`src/rtl/wfd_pkg.sv`:
```
// Shared types, widths and constants for the wall-follow PD motor drive.
// No dependencies; every other RTL file imports this package.
`default_nettype none

package wfd_pkg;

  localparam int SAMPLES_PER_AVERAGE = 5;
  localparam int SPEED_LIMIT         = 1023;

  localparam int SAMPLE_W = 10;
  localparam int SUM_W    = 13;
  localparam int CNT_W    = 3;
  localparam int ERR_W    = 11;
  localparam int DIFF_W   = 12;
  localparam int GAIN_W   = 16;
  localparam int SPEED_W  = 10;
  localparam int CORR_W   = 16;
  localparam int CORR_MAX = 32767;
  localparam int CFG_W    = 16;
  localparam int CFG_IDX_W = 2;

  // Division by the sample count is a multiply by a rounded-up reciprocal.
  // With a 17-bit shift the result is exact for every 13-bit sum.
  localparam int RECIP_SHIFT = 17;
  localparam int RECIP       = (2 ** RECIP_SHIFT + SAMPLES_PER_AVERAGE - 1) / SAMPLES_PER_AVERAGE;
  localparam int RECIP_W     = RECIP_SHIFT + 1;
  localparam int QUOT_W      = SUM_W + RECIP_W;

  localparam int QUEUE_DEPTH = 4;
  localparam int QPTR_W      = 2;
  localparam int QCNT_W      = 3;

  typedef enum logic [CFG_IDX_W-1:0] {
    CFG_WALL_SIDE  = 2'd0,
    CFG_PROP_GAIN  = 2'd1,
    CFG_DIFF_GAIN  = 2'd2,
    CFG_BASE_SPEED = 2'd3
  } cfg_idx_t;

  typedef struct packed {
    logic                wall_side;
    logic [GAIN_W-1:0]   prop_gain;
    logic [GAIN_W-1:0]   diff_gain;
    logic [SPEED_W-1:0]  base_speed;
  } cfg_t;

  // One queued request: the error terms of one finished average.
  typedef struct packed {
    logic signed [ERR_W-1:0]  err;
    logic signed [DIFF_W-1:0] diff;
  } pd_term_t;

endpackage

`default_nettype wire

```
`src/rtl/wfd_queue.sv`:
```
// Short request queue between the front end and the PD back end.
// Depends on wfd_pkg for the request type and depth.
`default_nettype none

module wfd_queue import wfd_pkg::*; (
  input  wire logic              clk,
  input  wire logic              rst_n,
  input  wire logic              push,
  input  wire pd_term_t          push_data,
  input  wire logic              pop,
  output logic                   rd_valid,
  output pd_term_t               rd_data,
  output logic [QCNT_W-1:0]      q_count
);

  pd_term_t            mem [QUEUE_DEPTH];
  logic [QPTR_W-1:0]   wr_ptr_r, wr_ptr_nxt;
  logic [QPTR_W-1:0]   rd_ptr_r, rd_ptr_nxt;
  logic [QCNT_W-1:0]   count_r, count_nxt;
  logic                do_pop;

  assign rd_valid = (count_r != '0);
  assign rd_data  = mem[rd_ptr_r];
  assign q_count  = count_r;
  assign do_pop   = pop && rd_valid;

  always_comb begin
    wr_ptr_nxt = push   ? wr_ptr_r + QPTR_W'(1) : wr_ptr_r;
    rd_ptr_nxt = do_pop ? rd_ptr_r + QPTR_W'(1) : rd_ptr_r;
    count_nxt  = count_r + QCNT_W'(push) - QCNT_W'(do_pop);
  end

  always_ff @(posedge clk) begin
    if (!rst_n) begin
      wr_ptr_r <= '0;
      rd_ptr_r <= '0;
      count_r  <= '0;
    end else begin
      wr_ptr_r <= wr_ptr_nxt;
      rd_ptr_r <= rd_ptr_nxt;
      count_r  <= count_nxt;
    end
    if (push) begin
      mem[wr_ptr_r] <= push_data;
    end
  end

endmodule

`default_nettype wire

```
`config.mk`:
```
export PLATFORM = sky130hd
export DESIGN_NAME = wfd_queue
export DESIGN_NICKNAME = d
export VERILOG_FILES = /design/src/rtl/wfd_pkg.sv /design/src/rtl/wfd_queue.sv
export SDC_FILE = /design/constraint.sdc
export NUM_CORES = 1
export LEC_CHECK = 0
export ABC_AREA = 1
export BUFFER_PORTS_ARGS = -buffer_cell sky130_fd_sc_hd__buf_2
export CAP_MARGIN = 20
export CORE_AREA = 2 2 99 82
export DETAILED_ROUTE_END_ITERATION = 16
export DIE_AREA = 0 0 101 84
export PLACE_DENSITY = 0.78
export SYNTH_ARGS = -nofsm -noshare
export SYNTH_HDL_FRONTEND = slang
export SYNTH_SLANG_ARGS = --single-unit
```
`constraint.sdc`:
```
create_clock -name clk -period 2.2 [get_ports clk]
set_clock_uncertainty 0.15 [all_clocks]
set_input_delay 0 -clock clk [delete_from_list [all_inputs] [get_ports clk]]
set_output_delay 0 -clock clk [all_outputs]
set_load 0.05 [all_outputs]
```
==> results of run 1 <==
[final timing paths]
check                 to  slack (ns)  cells after the start          from
max reg2reg   q_count[2]        0.29                      8    q_count[1]
min            mem[3][8]        0.23                      2  push_data[8]
max           q_count[2]        0.29                      8    q_count[1]
min reg2reg  rd_ptr_r[0]        0.35                      2   rd_ptr_r[0]
[cell usage in the layout (no fill, tap or decap), types with 2 or more instances in the layout]
cell type	Yosys	final
nor2_2	17	17
o21ai_0	31	31
ha_1	6	6
dlygate4sd3_1	0	26
dfxtp_1	9	8
edfxtp_1	92	92
inv_1	12	12
clkbuf_8	0	9
nand3_1	2	2
o22ai_1	7	7
nor2_4	6	6
clkinv_4	0	2
buf_2	2	53
a21oi_1	5	5
nand2_1	14	14
o22ai_2	16	16
bufinv_16	0	2
nor2_1	28	28
inv_2	4	4
o21ai_2	17	17
buf_4	1	10
buf_12	4	2
[metrics by stage]
step                setup WS [ns]  instance area [µm²]  utilization  hold slack (ns)  total power (µW)
global route               0.0993                 5020        0.659            0.215              5780
global placement            0.357                 4530        0.595           0.0631              4200
floorplan                  0.0708                 4200            -          -0.0565              3930
detailed placement          0.314                 4530        0.595           0.0690              4240
finish                      0.292                 5020        0.659            0.229              5520
CTS                         0.271                 5020        0.659            0.213              5550
[state kept, by name, indices dropped and copies added (netlist names), named ones only]
name / cells
wr_ptr_r: 2
q_count: 3
mem: 92
rd_ptr_r: 2
[cells in the mapped netlist]
master	instances	area share
o22ai_2	16	0.048
buf_6	1	0.0027
inv_2	4	0.0036
nor2_4	6	0.016
dfxtp_1	9	0.043
edfxtp_1	92	0.66
o22ai_1	7	0.010
inv_12	1	0.0039
a21oi_1	5	0.0060
fa_1	1	0.0048
nand3_1	2	0.0024
ha_1	6	0.018
nand2_1	14	0.013
clkbuf_4	3	0.0054
nor2_2	17	0.025
buf_4	1	0.0018
a21boi_0	1	0.0018
buf_2	2	0.0024
buf_12	4	0.019
dlymetal6s2s_1	1	0.0030
nor2_1	28	0.025
o21ai_0	31	0.037
buf_8	1	0.0036
inv_1	12	0.011
o21ai_2	17	0.035
[power breakdown]
part | leakage, µW | internal [µW] | total [µW] | switching, µW
Sequential | 0.000920 | 2210 | 2290 | 75.3
Clock | 0.000112 | 655 | 1300 | 640
Combinational | 0.000834 | 522 | 1940 | 1410
[logic make-up after synthesis]
group,share of synthesized area
fa+ha+maj,0.0227
flops,0.701
compound gates,0.138
simple gates,0.0814
buf+inv,0.0561
[metal layers]
layer / track usage / wire length, µm / vias up
li1: - / - / 1202
met1: 0.245 / 3140 / 1235
met2: 0.320 / 3890 / 74
met3: 0.0695 / 421 / 9
met4: 0.0602 / 97 / 0
met5: 0 / 0 / -
[worst max-delay path: stages (launching register included)]
cell and delay (ns):
dfxtp_1 0.35, nor2_1 0.15, a21boi_0 0.11, ha_1 0.28, inv_1 0.04, ha_1 0.18, fa_1 0.38, a21oi_1 0.12
nor2_1 0.05
[cell type report]
cell class	count	area, µm²	area share
repair buffers	91	641	0.128
clock buffers	9	124	0.0247
inverters	17	76.3	0.0152
well taps	93	116	0.0232
multi-input cells	151	1020	0.202
flip-flops and latches	101	2940	0.586
clock inverters	7	105	0.0209
==> results.toml, run 1 <==
[outcome]
status = "finished, final reports clean"

[clocking]
postCtsSetupRepairBufs = 0
clock_latency_ns = 0.37
clkTransAtPathRegs_ns = 0.10
clockBufferDepth = 2
cts-root-buf = "clkbuf_8"
cts_resized = 0
cts_tree = "yes"
holdBufCountCts = 26
numCtsBuffers = 9
cts_sinks = 101
htreeDepth = 3

[cells_and_area]
num-fill-cells = 525
final_cells = 469
antenna_cells = 0
syn2layout_area_growth_pct = 19.7
final_layout_size_suffix_gt1_frac = 0.380
nets = 405

[power_and_ir_drop]
p_per_area_mw_per_mm2 = 1100
p_leak_uw = 0.00187
irDropWorstVdd_uv = 806

[sta]
period_share = 0.867
rsz0062_at_grt = "false"
period_needed_ns = 1.91
drv_slew = 0
max_freq_mhz = 524
setup_violations = 0
timing.setup.tns_ns = 0
hold_viol = 0
worst_slew_pin_slew_ns = 0.402
slew_headroom = 0.732

[critical_path]
crit_path_start_kind = "flop"
crit_arrival_ns = 2.03
criticalPathCategory = "flop to flop"
cp.required_ns = 2.32
cp-end-kind = "flop"
cp_max_fo = 4

[placed_design]
dp_hpwl_mm = 4.72
globalplace.congestion = 0.733
dp.cells = 427
numPortBuffers = 53

[logic_synthesis]
ys_warn_count = 0
synth_seq_cells = 101
synth_area_per_cell_um2 = 14.9
syn-cell-area_mm2 = 0.00420
netlist_instances = 282
syn-num-nets = 316
ys_seq_area_frac = 0.701
synth_cell_types = 25

[flow_run]
maxCapViolCount = 0

[route]
ant_nets = 0
vias = 2520
first_pass_iters = 4
dr.first_iter.drc_count = 93
wirelength_mm = 7.56
drc = 0
wire_per_inst_um = 16.1
vias_per_cell = 5.37

[floorplan]
floorplan.initialDensity = 0.551
die_h_um = 84
num_rows = 29
io_pins = 54
dieArea_mm2 = 0.00848
design.core.area_mm2 = 0.00762
fp.dieW_um = 101

[global_routing]
antenna_found_initial = 0
grt_pass1_vias = 2555
grt_pass1_wl_mm = 12.3
grt.overflow.total = 0
grt_usage = 0.195
grt_start_max_net_pins = 47

[hold_path]
hp-class = "primary input to flop"
Power figures use the tool's default switching activity.
==> run 2: changes to the inputs <==
--- a/config.mk
+++ b/config.mk
@@ -9,8 +9,9 @@
 export BUFFER_PORTS_ARGS = -buffer_cell sky130_fd_sc_hd__buf_2
 export CAP_MARGIN = 20
-export CORE_AREA = 2 2 99 82
+export CORE_AREA = 2 2 106 87
 export DETAILED_ROUTE_END_ITERATION = 16
-export DIE_AREA = 0 0 101 84
-export PLACE_DENSITY = 0.78
+export DIE_AREA = 0 0 108 89
+export PLACE_DENSITY = 0.7
+export SLEW_MARGIN = 20
 export SYNTH_ARGS = -nofsm -noshare
 export SYNTH_HDL_FRONTEND = slang
==> constraint.sdc (replaced) <==
create_clock -name clk -period 2.2 [get_ports clk]
set_clock_uncertainty 0.15 [all_clocks]
set_input_delay 0.44 -clock clk [delete_from_list [all_inputs] [get_ports clk]]
set_output_delay 0.44 -clock clk [all_outputs]
set_load 0.05 [all_outputs]
==> results.toml, run 2 (synthesis gave the netlist of run 1 again) <==
[critical_path]
cp.required_ns = 1.61
crit_path_start_kind = "flop"
criticalPathCategory = "flop to output port"
rr_endpoint = "q_count[2]"
cp_max_fo = 7
r2r-start = "q_count[1]"
ff2ff_setup_slack_ns = 0.29
crit_arrival_ns = 1.56
cp-end-kind = "output port"
reg2reg_depth = 8

[route]
first_pass_iters = 4
wire_per_inst_um = 16.0
wirelength_mm = 7.45
dr.first_iter.drc_count = 126
vias_per_cell = 5.12
drc = 0
vias = 2390
ant_nets = 0

[cells_and_area]
mostFrequentLayoutCell = "edfxtp_1"
final_cells = 467
final_cell_mix = "edfxtp_1, buf_2, o21ai_0"
antenna_cells = 0
largest-register = "mem"
largest_reg_flops = 92
syn2layout_area_growth_pct = 17.1
nets = 384
final_layout_size_suffix_gt1_frac = 0.417

[clocking]
htreeDepth = 3
clockBufferDepth = 2
cts_sinks = 101
clkTransAtPathRegs_ns = 0.10
clock_latency_ns = 0.36
numCtsBuffers = 9
cts_tree = "yes"
cts-root-buf = "clkbuf_8"

[power_and_ir_drop]
pwr-share-comb = 0.366
internal_power_uw = 3490
clkPwrFrac = 0.225
p_leak_uw = 0.00181
power_switching_share = 0.378
p_switching_uw = 2120
seqPwrFrac = 0.409
power_uw = 5600
irDropWorstVdd_uv = 754
p_per_area_mw_per_mm2 = 1140

[sta]
worst_slew_pin_slew_ns = 0.299
max_freq_mhz = 466
drv_slew = 0
slew_headroom = 0.801
hold_viol = 0
setup_violations = 0
rsz0062_at_grt = "true"
period_needed_ns = 2.15
period_share = 0.975

[placed_design]
numPortBuffers = 53
dp.cells = 448
dp_hpwl_mm = 4.93
globalplace.congestion = 0.696

[flow_run]
maxCapViolCount = 0

[floorplan]
fp.dieW_um = 108
floorplan.initialDensity = 0.497
num_rows = 30
design.core.area_mm2 = 0.00845
die_h_um = 89
io_pins = 54
dieArea_mm2 = 0.00961

[global_routing]
grt_start_max_net_pins = 47
grt_pass1_wl_mm = 11.8
grt.overflow.total = 0
grt_pass1_vias = 2305
antenna_found_initial = 0
grt_usage = 0.167

[hold_path]
hold-path-cell-count = 1
holdPathEnd = "mem[3][17]"
hp-class = "primary input to flop"
hp-start = "push_data[17]"

[outcome]
status = "finished, final reports clean"
==> run 2: worst max-delay path by stage <==
| stage | from | end | depth (start not counted) |
|---|---|---|---|
| detailed placement | pop | q_count[2] | 8 |
| floorplan | q_count[1] | q_count[1] | 8 |
| global placement | flop | rd_data[17] | 4 |
| global route | flop | rd_data[17] | 4 |
| CTS | flop | rd_data[19] | 4 |
| finish | flop | rd_data[8] | 4 |
==> run 2: power by group through the flow <==
stage / clock [µW] / combinational (µW) / sequential [µW]
2_1_floorplan: 0 / 1560 / 2380
3_3_place_gp: 0 / 1880 / 2330
3_5_place_dp: 0 / 1920 / 2330
4_1_cts: 1290 / 1970 / 2290
5_1_grt: 1370 / 2200 / 2300
6_report: 1260 / 2050 / 2290
==> run 2: area by class of cell <==
type,instances,area (µm²)
Clock buffer,9,124
Clock inverter,7,97.6
Fill cell,669,3530
Inverter,17,82.6
Multi-Input combinational cell,151,1020
Sequential cell,101,2950
Tap cell,112,140
Timing Repair Buffer,70,505
==> run 2: per-layer routing <==
layer | vias up | track usage | routed length [µm] | part of all wire
met2 | 60 | 0.272 | 3730 | 0.50
met3 | 9 | 0.0408 | 351 | 0.047
met5 | - | 0 | 0 | 0
met4 | 0 | 0.0664 | 106 | 0.014
met1 | 1162 | 0.219 | 3270 | 0.44
li1 | 1159 | - | - | -
==> run 2: stage by stage <==
step	cell area [µm²]	utilization	setup slack, ns	setup TNS, ns	hold slack [ns]
after floorplan	4200	-	0.0708	0	0.298
after global placement	4590	0.543	0.217	0	0.334
after detailed placement	4590	0.543	0.173	0	0.335
after CTS	4840	0.573	-0.0516	-0.142	0.118
after global routing	4910	0.582	-0.0242	-0.0812	0.118
final	4910	0.582	0.0546	0	0.139
==> run 2: critical path: stages (launching register included) <==
cell and delay, ns:
dfxtp_4 0.46, buf_2 0.18, o21ai_0 0.12, o22ai_2 0.18, clkbuf_4 0.26
==> run 2: repair_timing <==
item / 4_1_cts / 5_1_grt
resized for setup: 13 / 23
hold buffers: 0 / 0
pin swaps: 0 / 1
endpoints found under the hold margin: 0 / 0
endpoints found under the setup margin: 23 / 23
setup buffers: 0 / 3
